[config.mk]
export PLATFORM = sky130hd
export DESIGN_NAME = ook_pulse_width_capture
export DESIGN_NICKNAME = d
export VERILOG_FILES = /design/src/hw/rtl/opwc_pkg.sv /design/src/hw/rtl/ook_pulse_width_capture.sv
export VERILOG_INCLUDE_DIRS = /design/src /design/src/hw/rtl
export SDC_FILE = /design/constraint.sdc
export NUM_CORES = 1
export LEC_CHECK = 0
export BUFFER_PORTS_ARGS = -buffer_cell sky130_fd_sc_hd__buf_4
export CAP_MARGIN = 20
export CORE_MARGIN = 1.5
export CORE_UTILIZATION = 40
export DETAILED_ROUTE_END_ITERATION = 8
export HOLD_SLACK_MARGIN = 0.08
export SLEW_MARGIN = 20
export SYNTH_ARGS = -nofsm -noshare
export SYNTH_HDL_FRONTEND = slang
export SYNTH_SLANG_ARGS = --single-unit
[constraint.sdc]
create_clock -name clk_i -period 12.47 [get_ports clk_i]
set_input_delay 2.494 -clock clk_i [delete_from_list [all_inputs] [get_ports clk_i]]
set_output_delay 2.494 -clock clk_i [all_outputs]
set_load 0.1 [all_outputs]
[src/hw/rtl/ook_pulse_width_capture_defines.svh]
// Assertion macros for the pulse width capture RTL.
`ifndef OOK_PULSE_WIDTH_CAPTURE_DEFINES_SVH
`define OOK_PULSE_WIDTH_CAPTURE_DEFINES_SVH

`ifndef SYNTHESIS

// Check a property on an explicit clock and active-low reset.
`define OPWC_ASSERT_CLK(label, clk, rst_n, prop) \
  label: assert property (@(posedge clk) disable iff (!rst_n) (prop)) \
    else $error("opwc assertion failed");

// Check a property on the block clock and reset.
`define OPWC_ASSERT(label, prop) \
  `OPWC_ASSERT_CLK(label, clk_i, rst_ni, prop)

`else

`define OPWC_ASSERT_CLK(label, clk, rst_n, prop)
`define OPWC_ASSERT(label, prop)

`endif

`endif

[src/hw/rtl/opwc_pkg.sv]
// Types and constants for the pulse width capture block.
`default_nettype none

package opwc_pkg;

  localparam int unsigned RunW   = 20;
  localparam int unsigned CountW = 16;
  localparam int unsigned CfgIdxW = 3;

  // Pulse limit for one capture
  localparam logic [CountW-1:0] MaxPulses = 16'd256;

  // Configuration register indexes
  localparam logic [CfgIdxW-1:0] CfgLeadHighTimeout = 3'd0;
  localparam logic [CfgIdxW-1:0] CfgLeadHighMin     = 3'd1;
  localparam logic [CfgIdxW-1:0] CfgSyncLowTimeout  = 3'd2;
  localparam logic [CfgIdxW-1:0] CfgSyncLowMin      = 3'd3;
  localparam logic [CfgIdxW-1:0] CfgPulseTimeout    = 3'd4;
  localparam logic [CfgIdxW-1:0] CfgPulseMin        = 3'd5;

  // Configuration reset values
  localparam logic [RunW-1:0] RstLeadHighTimeout = 20'd5000;
  localparam logic [RunW-1:0] RstLeadHighMin     = 20'd150;
  localparam logic [RunW-1:0] RstSyncLowTimeout  = 20'd10000;
  localparam logic [RunW-1:0] RstSyncLowMin      = 20'd500;
  localparam logic [RunW-1:0] RstPulseTimeout    = 20'd500;
  localparam logic [RunW-1:0] RstPulseMin        = 20'd20;

  typedef enum logic [1:0] {
    KIND_PULSE = 2'd0,
    KIND_END   = 2'd1,
    KIND_FAIL  = 2'd2
  } kind_e;

  typedef struct packed {
    logic mode;
    logic level;
  } in_beat_t;

  typedef struct packed {
    logic [1:0]        kind;
    logic              pulse_level;
    logic [RunW-1:0]   duration;
    logic [CountW-1:0] pulse_count;
    logic              last;
  } out_beat_t;

endpackage

`default_nettype wire

[src/hw/rtl/ook_pulse_width_capture.sv]
// OOK pulse width capture: idle and sync detection, pulse recording.
//
// Input channel (in_valid_i / in_stall_o / in_data_i): one beat per timer
// tick carrying the sampled level, or a start command (mode = 1) that
// arms a new capture. Output channel (out_valid_o / out_stall_i /
// out_data_o): recorded pulses, a normal end or a failure, at most one
// beat per input beat. Configuration: cfg_we_i writes cfg_wdata_i to
// register cfg_idx_i; the user must write only while the block is idle,
// which the block itself does not enforce. Indexes past 5 are ignored.
// Throughput is one beat per cycle while the receiver does not stall. An
// accepted beat sits in the input register, where a single pass of
// counter, compare and phase logic updates the state and loads the
// result register, which drives the output channel.
// When the receiver stalls, the result register holds and the input
// register keeps taking one more beat; past that in_stall_o rises.
// Reset restores the register defaults, stops any capture and empties
// both registers.
`default_nettype none
`include "ook_pulse_width_capture_defines.svh"

module ook_pulse_width_capture (
  input  wire logic                            clk_i,
  input  wire logic                            rst_ni,
  input  wire logic                            cfg_we_i,
  input  wire logic [opwc_pkg::CfgIdxW-1:0]    cfg_idx_i,
  input  wire logic [opwc_pkg::RunW-1:0]       cfg_wdata_i,
  input  wire logic                            in_valid_i,
  output logic                                 in_stall_o,
  input  wire opwc_pkg::in_beat_t              in_data_i,
  output logic                                 out_valid_o,
  input  wire logic                            out_stall_i,
  output opwc_pkg::out_beat_t                  out_data_o
);

  typedef enum logic [2:0] {
    PH_STOP = 3'd0,
    PH_IDLE = 3'd1,
    PH_SYNC = 3'd2,
    PH_HIGH = 3'd3,
    PH_LOW  = 3'd4
  } phase_e;

  localparam logic [opwc_pkg::RunW-1:0] RunMax = '1;

  // Configuration registers
  logic [opwc_pkg::RunW-1:0] lead_high_timeout_q, lead_high_min_q;
  logic [opwc_pkg::RunW-1:0] sync_low_timeout_q, sync_low_min_q;
  logic [opwc_pkg::RunW-1:0] pulse_timeout_q, pulse_min_q;

  // Capture state
  phase_e                      phase_q, phase_d;
  logic [opwc_pkg::RunW-1:0]   run_q, run_d;
  logic [opwc_pkg::CountW-1:0] rec_q, rec_d;

  // Input and result registers
  logic                  in_valid_q;
  opwc_pkg::in_beat_t    in_q;
  logic                  out_valid_q;
  opwc_pkg::out_beat_t   out_q;

  logic                        out_free, advance, in_accept;
  logic                        res_valid;
  opwc_pkg::out_beat_t         res;
  logic                        watched;
  logic [opwc_pkg::RunW-1:0]   tmo, mn, run_inc;
  logic [opwc_pkg::CountW-1:0] rec_inc;

  // Handshake
  assign out_free    = !out_valid_q || !out_stall_i;
  assign advance     = in_valid_q && out_free;
  assign in_stall_o  = in_valid_q && !out_free;
  assign in_accept   = in_valid_i && !in_stall_o;
  assign out_valid_o = out_valid_q;
  assign out_data_o  = out_q;

  // Select the watched level and limits of the current phase
  always_comb begin
    unique case (phase_q)
      PH_IDLE: begin
        watched = 1'b1; tmo = lead_high_timeout_q; mn = lead_high_min_q;
      end
      PH_SYNC: begin
        watched = 1'b0; tmo = sync_low_timeout_q; mn = sync_low_min_q;
      end
      PH_HIGH: begin
        watched = 1'b1; tmo = pulse_timeout_q; mn = pulse_min_q;
      end
      PH_LOW: begin
        watched = 1'b0; tmo = pulse_timeout_q; mn = pulse_min_q;
      end
      default: begin
        watched = 1'b0; tmo = '0; mn = '0;
      end
    endcase
  end

  assign run_inc = (run_q == RunMax) ? run_q : run_q + 1'b1;
  assign rec_inc = rec_q + 1'b1;

  // Step the capture by one beat
  always_comb begin
    phase_d   = phase_q;
    run_d     = run_q;
    rec_d     = rec_q;
    res_valid = 1'b0;
    res       = '0;
    if (in_q.mode) begin
      phase_d = PH_IDLE;
      run_d   = '0;
      rec_d   = '0;
    end else if (phase_q == PH_STOP || phase_q == PH_IDLE || phase_q == PH_SYNC ||
                 phase_q == PH_HIGH || phase_q == PH_LOW) begin
      if (phase_q == PH_STOP) begin
        phase_d = PH_STOP;
      end else if (in_q.level == watched) begin
        run_d = run_inc;
        if (run_inc > tmo) begin
          phase_d   = PH_STOP;
          run_d     = '0;
          res_valid = 1'b1;
          res.last  = 1'b1;
          if (phase_q == PH_HIGH || phase_q == PH_LOW) begin
            res.kind        = opwc_pkg::KIND_END;
            res.pulse_count = rec_q;
          end else begin
            rec_d    = '0;
            res.kind = opwc_pkg::KIND_FAIL;
          end
        end
      end else if (run_q <= mn) begin
        run_d = '0;
      end else if (phase_q == PH_IDLE) begin
        phase_d = PH_SYNC;
        run_d   = opwc_pkg::RunW'(1);
      end else if (phase_q == PH_SYNC) begin
        phase_d = PH_HIGH;
        run_d   = opwc_pkg::RunW'(1);
      end else begin
        rec_d           = rec_inc;
        res_valid       = 1'b1;
        res.kind        = opwc_pkg::KIND_PULSE;
        res.pulse_level = watched;
        res.duration    = run_q;
        res.pulse_count = rec_inc;
        if (rec_inc >= opwc_pkg::MaxPulses) begin
          res.last = 1'b1;
          phase_d  = PH_STOP;
          run_d    = '0;
        end else begin
          phase_d = (phase_q == PH_HIGH) ? PH_LOW : PH_HIGH;
          run_d   = opwc_pkg::RunW'(1);
        end
      end
    end else begin
      phase_d = PH_STOP;
    end
  end

  // Configuration writes
  always_ff @(posedge clk_i or negedge rst_ni) begin
    if (!rst_ni) begin
      lead_high_timeout_q <= opwc_pkg::RstLeadHighTimeout;
      lead_high_min_q     <= opwc_pkg::RstLeadHighMin;
      sync_low_timeout_q  <= opwc_pkg::RstSyncLowTimeout;
      sync_low_min_q      <= opwc_pkg::RstSyncLowMin;
      pulse_timeout_q     <= opwc_pkg::RstPulseTimeout;
      pulse_min_q         <= opwc_pkg::RstPulseMin;
    end else if (cfg_we_i) begin
      unique case (cfg_idx_i)
        opwc_pkg::CfgLeadHighTimeout: lead_high_timeout_q <= cfg_wdata_i;
        opwc_pkg::CfgLeadHighMin:     lead_high_min_q     <= cfg_wdata_i;
        opwc_pkg::CfgSyncLowTimeout:  sync_low_timeout_q  <= cfg_wdata_i;
        opwc_pkg::CfgSyncLowMin:      sync_low_min_q      <= cfg_wdata_i;
        opwc_pkg::CfgPulseTimeout:    pulse_timeout_q     <= cfg_wdata_i;
        opwc_pkg::CfgPulseMin:        pulse_min_q         <= cfg_wdata_i;
        default: ;
      endcase
    end
  end

  // Hold state, input beat and result beat
  always_ff @(posedge clk_i or negedge rst_ni) begin
    if (!rst_ni) begin
      phase_q     <= PH_STOP;
      run_q       <= '0;
      rec_q       <= '0;
      in_valid_q  <= 1'b0;
      out_valid_q <= 1'b0;
    end else begin
      if (advance) begin
        phase_q <= phase_d;
        run_q   <= run_d;
        rec_q   <= rec_d;
      end
      if (in_accept) begin
        in_valid_q <= 1'b1;
      end else if (advance) begin
        in_valid_q <= 1'b0;
      end
      if (advance) begin
        out_valid_q <= res_valid;
      end else if (out_free) begin
        out_valid_q <= 1'b0;
      end
    end
  end

  // Payload registers
  always_ff @(posedge clk_i) begin
    if (in_accept) begin
      in_q <= in_data_i;
    end
    if (advance && res_valid) begin
      out_q <= res;
    end
  end

  `OPWC_ASSERT(a_stop_clears_run, (phase_q == PH_STOP) |-> (run_q == '0))
  `OPWC_ASSERT(a_rec_bounded, rec_q <= opwc_pkg::MaxPulses)
  `OPWC_ASSERT(a_last_stops, (advance && res_valid && res.last) |=> (phase_q == PH_STOP))
  `OPWC_ASSERT(a_fail_no_count,
    (out_valid_q && out_q.kind == opwc_pkg::KIND_FAIL) |-> (out_q.pulse_count == '0))
  `OPWC_ASSERT(a_stall_needs_beat, in_stall_o |-> in_valid_q)

endmodule

`default_nettype wire

# Word level (Yosys, flattened, before mapping)
# Index checks and enable logic that the tools add are counted.
# totals
regBits	203
latch_bits	0
output_inout_bits	42
elab_cells	127
ramBits	0
mem_bits_ro	0
memories	0
inputBits	30
# op_classes
magnitude_cmp	3
shifts	0
n_mux	53
n_bitwise	1
add_sub_neg	2
n_div	0
n_reduce_logical	32
mul	0
n_eq_ne	18
# op_table
cell	n
20-bit 2-to-1 mux	9
16-bit 2-to-1 mux	9
20-bit case mux with 3 select lines	2
17-bit 2-to-1 mux	5
3-bit 2-to-1 mux	10
20-bit by 1-bit adder with 20-bit output (second input constant)	1
20-bit equality test (second input constant)	1
20-bit > comparator	1
20-bit <= comparator	1
16-bit by 1-bit adder with 16-bit output (second input constant)	1
16-bit by 9-bit greater-or-equal comparator with 1-bit output (second input constant)	1
1-bit 2-to-1 mux	15
3-bit by 2-bit equality test with 1-bit output (second input constant)	4
2-bit AND reduction	6
3-bit equality test (second input constant)	3
3-bit by 2-bit inequality test with 1-bit output (second input constant)	3
7-bit AND reduction	1
7-bit OR reduction	1
3-bit by 1-bit equality test with 1-bit output (second input constant)	2
3-bit zero test	2
1-bit logical OR	6
2-bit 2-to-1 mux	3
3-bit AND reduction	2
2-bit nonzero test	3
10 further kinds	17

# Logic depth before layout (Yosys ltp)
# Gate-level depths: netlist of run 1.
# logic_depth
word_depth	10
depth_mapped	18
depth_no_buf	16

# Worst setup path after synthesis of run 1
# No wires, ideal clock.
# synth_timing
path_type	input-to-output
from	input out_stall_i
to	output in_stall_o
path_stages	2
required_time_ps	9976
setup_slack_ps	6737
path_buffers	0
arrival_ps	3239
cell_sequence	nand3_1 inv_1
# synth_via
elab_chain_len	4
# synth_rtl
item	line	text
start: declaration	ook_pulse_width_capture.sv:31	input wire logic out_stall_i,
1-bit zero test	ook_pulse_width_capture.sv:69	assign out_free = !out_valid_q || !out_stall_i;
1-bit logical OR	ook_pulse_width_capture.sv:69	
1-bit zero test	ook_pulse_width_capture.sv:71	assign in_stall_o = in_valid_q && !out_free;
1-bit logical AND	ook_pulse_width_capture.sv:71	
end: declaration	ook_pulse_width_capture.sv:28	output logic in_stall_o,
# No other way between the ends.

# Worst setup path in the final report of run 1
# Same ends and word-level chain as after synthesis.

==> flow_results.xml, run 1 <==
<?xml version="1.0" encoding="UTF-8"?>
<metrics>
  <group name="global_route">
    <metric name="vias_in_the_first_global_route" unit="">7865</metric>
    <metric name="globalRouteTotalUtil" unit="%">19.4</metric>
    <metric name="grt_start_max_net_pins" unit="">100</metric>
    <metric name="number_of_antenna_violations_at_the_first_check_in_global_routing" unit="">0</metric>
    <metric name="grt_overflow" unit="">0</metric>
    <metric name="grt_pass1_wl" unit="um">44000</metric>
  </group>
  <group name="power">
    <metric name="power.ir.vdd_worst" unit="uV">104</metric>
    <metric name="power_density" unit="nW/um2">155</metric>
    <metric name="power.static_leakage" unit="nW">5.25</metric>
    <metric name="pwr-share-clk" unit="%">33.5</metric>
    <metric name="p_switching" unit="W">0.000567</metric>
    <metric name="power.combinational.fraction" unit="%">23.7</metric>
    <metric name="power.share.sequential" unit="%">42.8</metric>
    <metric name="internal_power_of_the_cells" unit="W">0.00139</metric>
    <metric name="sw_frac_of_total" unit="%">29.0</metric>
  </group>
  <group name="floorplan">
    <metric name="fp-row-count" unit="">60</metric>
    <metric name="fp.dieW" unit="um">169</metric>
    <metric name="total_core_area" unit="um2">27000</metric>
    <metric name="die_h" unit="um">169</metric>
    <metric name="start_util" unit="%">40.8</metric>
    <metric name="design.die.area" unit="um2">28500</metric>
    <metric name="ios" unit="">72</metric>
  </group>
  <group name="cells_and_area">
    <metric name="post_route_cells_drive_above_1_share" unit="%">30.8</metric>
    <metric name="synthToLayoutAreaGrowth" unit="%">14.8</metric>
    <metric name="final_util" unit="%">46.8</metric>
    <metric name="instances_no_fill" unit="">1396</metric>
    <metric name="insertedDiodeCount" unit="">0</metric>
    <metric name="design.final.nets" unit="">1111</metric>
  </group>
  <group name="logic_synthesis">
    <metric name="netlist_top_cells_area" unit="">sky130_fd_sc_hd__dfrtp_1, sky130_fd_sc_hd__mux2_2, sky130_fd_sc_hd__edfxtp_1, sky130_fd_sc_hd__dfstp_2, sky130_fd_sc_hd__ha_1</metric>
    <metric name="synth_area_leader_cell" unit="">sky130_fd_sc_hd__dfrtp_1</metric>
    <metric name="postSynthAreaPerCell" unit="um2">11.1</metric>
    <metric name="seq_area_frac_synth" unit="%">48.5</metric>
    <metric name="syn-cell-area" unit="um2">11000</metric>
    <metric name="ys_async_sr_fraction" unit="%">79.3</metric>
    <metric name="synth_most_common_cell" unit="">sky130_fd_sc_hd__mux2_2</metric>
    <metric name="cell_count_after_synthesis" unit="">988</metric>
    <metric name="synth.ff_latch_count" unit="">203</metric>
    <metric name="synth_largest_type_area_fraction" unit="%">30.3</metric>
    <metric name="synth_enable_flop_cells" unit="">42</metric>
    <metric name="synthesis.nets" unit="">1060</metric>
    <metric name="yosys-top-cells-count" unit="">sky130_fd_sc_hd__mux2_2, sky130_fd_sc_hd__dfrtp_1, sky130_fd_sc_hd__nor2_1</metric>
    <metric name="yosys.cell_types.count" unit="">65</metric>
    <metric name="synth_ff_type" unit="">sky130_fd_sc_hd__dfrtp_1</metric>
    <metric name="synth.yosys.warnings" unit="">0</metric>
  </group>
  <group name="clocking">
    <metric name="clockBufferDepth" unit="">3</metric>
    <metric name="tritoncts" unit="">built</metric>
    <metric name="cts-hold-fix-buffers" unit="">0</metric>
    <metric name="clkLatencyLatePin" unit="ns">0.51</metric>
    <metric name="cts_htree_levels" unit="">1</metric>
    <metric name="clock_sinks" unit="">203</metric>
    <metric name="cts_root_buf" unit="">sky130_fd_sc_hd__clkbuf_16</metric>
    <metric name="cts_post_setup_buffers_inserted" unit="">0</metric>
    <metric name="clk_transition_reported_paths" unit="ns">0.06</metric>
    <metric name="post_cts.resized_instances" unit="">0</metric>
    <metric name="cts-buffers-inserted" unit="">23</metric>
  </group>
  <group name="setup_path">
    <metric name="crit_type" unit="">in -&gt; out</metric>
    <metric name="critPathSlowestCell" unit="">sky130_fd_sc_hd__buf_4</metric>
    <metric name="critPathMostFrequentCell" unit="">sky130_fd_sc_hd__buf_4</metric>
    <metric name="critical_path.top_delay_family" unit="">buffers and inverters</metric>
    <metric name="critPathMaxFanout" unit="">3</metric>
    <metric name="critical_path.startpoint_type" unit="">primary input</metric>
    <metric name="critPathRequiredTime" unit="ns">9.98</metric>
    <metric name="endpoint_kind" unit="">output pin</metric>
    <metric name="cp_cell_sequence" unit="">buf_4, nand3_1, inv_1, buf_4</metric>
    <metric name="critPathArrivalTime" unit="ns">3.03</metric>
    <metric name="critPathBufInv" unit="">3</metric>
    <metric name="slowest_delay" unit="ns">0.28</metric>
    <metric name="ff2ff_path_depth" unit="">15</metric>
    <metric name="cp_num_cells" unit="">4</metric>
  </group>
  <group name="placed_design">
    <metric name="place_worst_setup_slack" unit="ns">6.95</metric>
    <metric name="detailed_placement_wirelength_estimate" unit="um">17900</metric>
    <metric name="globalplace.congestion" unit="">0.836</metric>
    <metric name="numPortBuffers" unit="">71</metric>
    <metric name="place_inst" unit="">1355</metric>
  </group>
  <group name="detailed_routing">
    <metric name="first_pass_iters" unit="">5</metric>
    <metric name="route.detailed.drc" unit="">0</metric>
    <metric name="route.detailed.vias_per_inst" unit="">5.62</metric>
    <metric name="routed-via-count" unit="">7847</metric>
    <metric name="postRouteWirelength" unit="um">26900</metric>
    <metric name="detailedRoute.firstIterationViolations" unit="">483</metric>
    <metric name="postRouteAntennaNets" unit="">0</metric>
    <metric name="route.detailed.wl_per_inst" unit="um">19.3</metric>
  </group>
  <group name="min_path">
    <metric name="min_delay_path_depth" unit="">1</metric>
    <metric name="holdCritPathClass" unit="">reg -&gt; reg</metric>
  </group>
  <group name="run">
    <metric name="drv.max_cap_violation_count" unit="">0</metric>
  </group>
  <group name="sta">
    <metric name="unrepaired_setup_endpoints_after_global_routing" unit="">false</metric>
    <metric name="worst_slew_slack_as_a_fraction_of_its_limit" unit="%">33.5</metric>
    <metric name="layout_setup_ws" unit="ns">6.95</metric>
    <metric name="worst_pin_slew" unit="ns">0.998</metric>
    <metric name="final-hold-violation-count" unit="">0</metric>
    <metric name="final.setup.tns" unit="ns">0</metric>
    <metric name="finalClockSkew" unit="ns">0.0109</metric>
    <metric name="fmaxAchievable" unit="GHz">0.181</metric>
    <metric name="finalSetupViolCount" unit="">0</metric>
    <metric name="report.final.slew_viol_count" unit="">0</metric>
    <metric name="finalCriticalPeriod" unit="ns">5.52</metric>
    <metric name="final_min_period_over_clock_period" unit="%">44.3</metric>
  </group>
  <group name="status">
    <metric name="run_status" unit="">completed</metric>
  </group>
</metrics>
[state kept, by name, summed over array words and instances, names as in the netlist]
signal	count
phase_q	3
lead_high_min_q	20
pulse_min_q	20
rec_q	16
sync_low_timeout_q	20
pulse_timeout_q	20
sync_low_min_q	20
run_q	20
out_valid_o	1
lead_high_timeout_q	20
in_q	2
out_data_o	40
in_valid_q	1
[routing by layer]
metal  up-vias  track usage, %  wire (um)
met5         -               0          0
met4         0            3.80        367
met3        30            2.83       1200
met2       157            30.0      12000
met1      3883            28.8      13300
li1       3777               -          -
[path summary, 6_finish.rpt]
path | start | slack, ns | endpoint
min | sync_low_min_q[9] | 0.50 | sync_low_min_q[9]
max reg2reg | phase_q[1] | 7.23 | out_data_o[9]
min in group asynchronous | rst_ni | 2.11 | sync_low_timeout_q[14]
min reg2reg | sync_low_min_q[9] | 0.50 | sync_low_min_q[9]
max in group asynchronous | rst_ni | 9.00 | pulse_min_q[17]
max | out_stall_i | 6.95 | in_stall_o
[metrics by stage]
stage               hold slack (ns)  power (W)  instance area [um2]
finish                        0.504    0.00196                12600
global route                  0.516    0.00207                12600
CTS                           0.505    0.00197                12600
detailed placement            0.491    0.00131                11900
global placement              0.485    0.00130                11900
floorplan                     0.475    0.00118                11000
[cell type report]
cell class              instances  area, um2
clock buffers                  38        682
clock inverters                 3       41.3
fillers                      2504      14300
inverters                      16       60.1
multi-input cells             710       5420
flip-flops and latches        203       5330
well taps                     341        427
repair buffers                 85        662
[power by group through the flow]
stage	Combinational, W	Clock, W	Sequential [W]
after floorplan	0.000346	0	0.000835
after global placement	0.000453	0	0.000847
after detailed placement	0.000463	0	0.000850
after CTS	0.000465	0.000671	0.000838
after global routing	0.000514	0.000700	0.000852
final	0.000463	0.000656	0.000838
[placed cells by master (no fill, tap or decap), drive strengths merged, types with 15 or more instances in the layout]
cell type | netlist | final
o21ai | 34 | 34
xnor2 | 16 | 16
and2 | 23 | 23
a22o | 17 | 17
edfxtp | 42 | 42
mux2 | 162 | 162
nor2 | 76 | 76
ha | 42 | 42
nand4 | 15 | 15
clkbuf | 44 | 38
buf | 15 | 85
dfstp | 28 | 28
inv | 14 | 15
dfrtp | 133 | 133
a21oi | 75 | 75
nand2 | 59 | 59
nand3 | 32 | 32
a22oi | 42 | 42
[cell families after synthesis]
| group | after synthesis | share of synthesized area (%) |
|---|---|---|
| simple gates | 266 | 12.5 |
| fa+ha+maj | 42 | 4.78 |
| compound gates | 216 | 13.0 |
| xor+xnor | 22 | 1.75 |
| flops | 203 | 48.5 |
| mux | 164 | 16.8 |
| buf+inv | 75 | 2.70 |
[worst reg2reg max path: stages, from the launching register on]
cell	delay, ns
sky130_fd_sc_hd__dfrtp_1	0.36
sky130_fd_sc_hd__buf_4	0.29
sky130_fd_sc_hd__nor2b_2	0.65
sky130_fd_sc_hd__buf_4	0.47
sky130_fd_sc_hd__a22oi_1	0.15
sky130_fd_sc_hd__nor2_1	0.11
sky130_fd_sc_hd__a21oi_1	0.07
sky130_fd_sc_hd__ha_1	0.37
sky130_fd_sc_hd__nand4_2	0.12
sky130_fd_sc_hd__or4_4	0.55
sky130_fd_sc_hd__o221a_1	0.25
sky130_fd_sc_hd__nand3_2	0.12
sky130_fd_sc_hd__nand2_1	0.37
sky130_fd_sc_hd__nor3_4	0.84
sky130_fd_sc_hd__nand2_1	0.11
sky130_fd_sc_hd__o21ai_0	0.23
No activity file was read; power rests on OpenSTA's default activity.
==> run 2: changes to the inputs <==
--- a/config.mk
+++ b/config.mk
@@ -6,6 +6,7 @@
 export SDC_FILE = /design/constraint.sdc
 export NUM_CORES = 1
 export LEC_CHECK = 0
+export ABC_AREA = 1
 export BUFFER_PORTS_ARGS = -buffer_cell sky130_fd_sc_hd__buf_4
 export CAP_MARGIN = 20
 export CORE_MARGIN = 1.5
==> constraint.sdc (replaced) <==
create_clock -name clk_i -period 5.1 [get_ports clk_i]
set_input_delay 1.02 -clock clk_i [delete_from_list [all_inputs] [get_ports clk_i]]
set_output_delay 1.02 -clock clk_i [all_outputs]
set_load 0.1 [all_outputs]
==> run 2 against run 1 <==
Synthesized cell count grew 26%. Sequential share of layout area grew 1.5 points. Core utilization grew 0.22 points. Non-clock buffer count grew 1. Worst setup slack lost 5.8 ns. First-iteration DRC count grew 71%. Largest cell class is now flip-flops and latches.
==> flow_results.xml, run 2 <==
<?xml version="1.0" encoding="UTF-8"?>
<metrics>
  <group name="sta">
    <metric name="final_min_period_over_clock_period" unit="%">76.9</metric>
    <metric name="unrepaired_setup_endpoints_after_global_routing" unit="">false</metric>
    <metric name="finalClockSkew" unit="ns">0.0146</metric>
    <metric name="worst_pin_slew" unit="ns">0.871</metric>
    <metric name="finalCriticalPeriod" unit="ns">3.92</metric>
    <metric name="report.final.slew_viol_count" unit="">0</metric>
    <metric name="final-hold-violation-count" unit="">0</metric>
    <metric name="fmaxAchievable" unit="GHz">0.255</metric>
    <metric name="worst_slew_slack_as_a_fraction_of_its_limit" unit="%">41.9</metric>
    <metric name="finalSetupViolCount" unit="">0</metric>
    <metric name="final.setup.tns" unit="ns">0</metric>
  </group>
  <group name="placed_design">
    <metric name="place_inst" unit="">1613</metric>
    <metric name="globalplace.congestion" unit="">0.891</metric>
    <metric name="detailed_placement_wirelength_estimate" unit="um">18400</metric>
    <metric name="dpl_cell_area" unit="um2">11400</metric>
    <metric name="numPortBuffers" unit="">71</metric>
  </group>
  <group name="cells_and_area">
    <metric name="design.final.nets" unit="">1376</metric>
    <metric name="final_util" unit="%">47.0</metric>
    <metric name="largest_reg_flops" unit="">40</metric>
    <metric name="instances_no_fill" unit="">1657</metric>
    <metric name="post_route_cells_drive_above_1_share" unit="%">14.2</metric>
    <metric name="insertedDiodeCount" unit="">0</metric>
    <metric name="fin_area" unit="um2">12200</metric>
    <metric name="fillerInstances" unit="">2562</metric>
    <metric name="synthToLayoutAreaGrowth" unit="%">15.7</metric>
    <metric name="mostFrequentLayoutCells" unit="">sky130_fd_sc_hd__nand2_1, sky130_fd_sc_hd__o21ai_0, sky130_fd_sc_hd__dfrtp_1</metric>
    <metric name="most_frequent_standard_cell_in_the_layout_excluding_fill_and_tap_cells" unit="">sky130_fd_sc_hd__nand2_1</metric>
  </group>
  <group name="clocking">
    <metric name="clockBufferDepth" unit="">3</metric>
    <metric name="post_cts.resized_instances" unit="">0</metric>
    <metric name="clkLatencyLatePin" unit="ns">0.52</metric>
    <metric name="cts-buffers-inserted" unit="">24</metric>
    <metric name="clock_sinks" unit="">203</metric>
    <metric name="cts-hold-fix-buffers" unit="">0</metric>
    <metric name="tritoncts" unit="">built</metric>
    <metric name="clk_transition_reported_paths" unit="ns">0.06</metric>
    <metric name="cts_post_setup_buffers_inserted" unit="">0</metric>
    <metric name="cts_root_buf" unit="">sky130_fd_sc_hd__clkbuf_16</metric>
    <metric name="cts_htree_levels" unit="">1</metric>
  </group>
  <group name="setup_path">
    <metric name="crit_type" unit="">reg -&gt; reg</metric>
    <metric name="regToRegStartpoint" unit="">run_q[1]</metric>
    <metric name="critPathBufInv" unit="">1</metric>
    <metric name="critical_path.top_delay_family" unit="">simple AND/OR/NAND/NOR gates</metric>
    <metric name="slowest_delay" unit="ns">0.43</metric>
    <metric name="critPathArrivalTime" unit="ns">4.13</metric>
    <metric name="critical_path.startpoint_type" unit="">flip-flop</metric>
    <metric name="critPathSlowestCell" unit="">sky130_fd_sc_hd__dfrtp_1</metric>
    <metric name="endpoint_kind" unit="">flip-flop</metric>
    <metric name="worstSetupStartpoint" unit="">run_q[1]</metric>
    <metric name="critPathMaxFanout" unit="">34</metric>
    <metric name="critPathRequiredTime" unit="ns">5.30</metric>
    <metric name="cp_cell_sequence" unit="">ha_1, nand2_1, nor2_1, nand2_1, nor2_2, nand2_2, nand3b_1, nor2_1, xor2_1, ha_1, nand2_1, nor2_1, nand4_1, nor2_1, nand2_1, nand3_1, nand3_1, a21oi_4, buf_12</metric>
  </group>
  <group name="logic_synthesis">
    <metric name="synth-adder-area-share" unit="%">4.99</metric>
    <metric name="netlist_top_cells_area" unit="">sky130_fd_sc_hd__dfrtp_1, sky130_fd_sc_hd__nand2_1, sky130_fd_sc_hd__edfxtp_1, sky130_fd_sc_hd__dfstp_2, sky130_fd_sc_hd__o21ai_0</metric>
    <metric name="synth_area_leader_cell" unit="">sky130_fd_sc_hd__dfrtp_1</metric>
    <metric name="synth_enable_flop_cells" unit="">42</metric>
    <metric name="seq_area_frac_synth" unit="%">50.6</metric>
    <metric name="yosys-top-cells-count" unit="">sky130_fd_sc_hd__nand2_1, sky130_fd_sc_hd__o21ai_0, sky130_fd_sc_hd__dfrtp_1</metric>
    <metric name="synth_largest_type_area_fraction" unit="%">31.6</metric>
    <metric name="syn-cell-area" unit="um2">10500</metric>
    <metric name="synth.ff_latch_count" unit="">203</metric>
    <metric name="yosys.area_share.xor_xnor" unit="%">1.73</metric>
    <metric name="post_synthesis_mux_area_share" unit="%">0</metric>
    <metric name="cell_count_after_synthesis" unit="">1241</metric>
    <metric name="synth_ff_type" unit="">sky130_fd_sc_hd__dfrtp_1</metric>
    <metric name="synth_simple_gate_area_share" unit="%">21.2</metric>
    <metric name="largest_family_of_logic_cells_by_synthesized_area" unit="">simple AND/OR/NAND/NOR gates</metric>
    <metric name="yosys.cell_types.count" unit="">42</metric>
    <metric name="synth_most_common_cell" unit="">sky130_fd_sc_hd__nand2_1</metric>
    <metric name="synthesis.nets" unit="">1313</metric>
    <metric name="ys_async_sr_fraction" unit="%">79.3</metric>
    <metric name="synth.yosys.warnings" unit="">0</metric>
    <metric name="share_of_the_synthesized_area_in_compound_gates_ao_oa_aoi_oai" unit="%">15.6</metric>
    <metric name="postSynthAreaPerCell" unit="um2">8.48</metric>
  </group>
  <group name="floorplan">
    <metric name="die_h" unit="um">165</metric>
    <metric name="fp-row-count" unit="">59</metric>
    <metric name="start_util" unit="%">40.6</metric>
    <metric name="design.die.area" unit="um2">27300</metric>
    <metric name="ios" unit="">72</metric>
    <metric name="fp.dieW" unit="um">165</metric>
    <metric name="total_core_area" unit="um2">25900</metric>
  </group>
  <group name="global_route">
    <metric name="grt_overflow" unit="">0</metric>
    <metric name="vias_in_the_first_global_route" unit="">8029</metric>
    <metric name="number_of_antenna_violations_at_the_first_check_in_global_routing" unit="">0</metric>
    <metric name="globalRouteTotalUtil" unit="%">20.3</metric>
    <metric name="grt_start_max_net_pins" unit="">93</metric>
    <metric name="grt_pass1_wl" unit="um">43600</metric>
  </group>
  <group name="min_path">
    <metric name="hold_start" unit="">sync_low_min_q[3]</metric>
    <metric name="holdCritPathClass" unit="">reg -&gt; reg</metric>
  </group>
  <group name="status">
    <metric name="run_status" unit="">completed</metric>
  </group>
  <group name="run">
    <metric name="drv.max_cap_violation_count" unit="">0</metric>
  </group>
  <group name="power">
    <metric name="power.static_leakage" unit="nW">5.60</metric>
    <metric name="total_power" unit="W">0.00497</metric>
    <metric name="power.ir.vdd_worst" unit="uV">291</metric>
    <metric name="power_density" unit="nW/um2">408</metric>
  </group>
  <group name="detailed_routing">
    <metric name="postRouteWirelength" unit="um">26700</metric>
    <metric name="routed-via-count" unit="">8639</metric>
    <metric name="route.detailed.vias_per_inst" unit="">5.21</metric>
    <metric name="detailedRoute.firstIterationViolations" unit="">826</metric>
    <metric name="route.detailed.wl_per_inst" unit="um">16.1</metric>
    <metric name="route.detailed.drc" unit="">0</metric>
    <metric name="first_pass_iters" unit="">6</metric>
    <metric name="postRouteAntennaNets" unit="">0</metric>
  </group>
</metrics>
run 2: cell types whose count changed after synthesis, sizes merged, moves of 25 or more:
| cell | before | now |
|---|---|---|
| a22oi | 42 | 2 |
| a22o | 17 | 42 |
| o21ai | 34 | 160 |
| mux2 | 162 | 0 |
| nand2 | 59 | 348 |
| inv | 14 | 111 |
run 2: routing by layer:
metal	share of wire (%)	track usage (%)	vias up
met5	0	0	-
met4	1.1	3.85	0
met3	6.3	3.47	28
met2	42	28.9	243
met1	51	32.1	4089
li1	-	-	4279
run 2: final timing paths:
check,to,slack [ns],cells past startpoint
min in group asynchronous,lead_high_timeout_q[16],0.57,1
worst min-delay path,sync_low_min_q[3],0.48,2
worst max-delay path,out_data_o[31],1.18,19
worst min register to register,sync_low_min_q[3],0.48,2
worst max register to register,out_data_o[31],1.18,19
max in group asynchronous,lead_high_timeout_q[12],3.47,2
run 2: kinds of logic after synthesis:
| logic type | count (synthesis) |
|---|---|
| simple gates | 529 |
| xor+xnor | 20 |
| flops | 203 |
| compound gates | 287 |
| fa+ha+maj | 42 |
| buf+inv | 160 |
run 2: cell type report:
type / count / area (um2) / share of cell area [%]
sequential: 203 / 5330 / 43.7
clock buffer: 37 / 671 / 5.50
tap: 335 / 419 / 3.44
multi-input combinational: 878 / 4600 / 37.8
inverter: 111 / 417 / 3.42
clock inverter: 7 / 90.1 / 0.739
timing repair buffer: 86 / 662 / 5.43
run 2: metrics by stage:
| stage | setup WS [ns] | hold WS (ns) |
|---|---|---|
| global route | 0.883 | 0.500 |
| floorplan | 0.270 | 0.453 |
| CTS | 1.17 | 0.487 |
| detailed placement | 1.18 | 0.473 |
| finish | 1.18 | 0.482 |
| global placement | 1.26 | 0.466 |
run 2: worst reg2reg max path: cells and delay by family (launching register included):
family	cells	cell delay, ns
compound gates	1	0.41
xor+xnor	1	0.18
fa+ha+maj	2	0.58
buf+inv	1	0.26
flops	1	0.43
simple gates	14	1.73
run 2: report_power, final:
part	internal [W]	switching (W)	total (W)
clock network	0.00101	0.000661	0.00167
registers	0.00190	0.000135	0.00203
logic	0.000394	0.000876	0.00127
total	0.00330	0.00167	0.00497
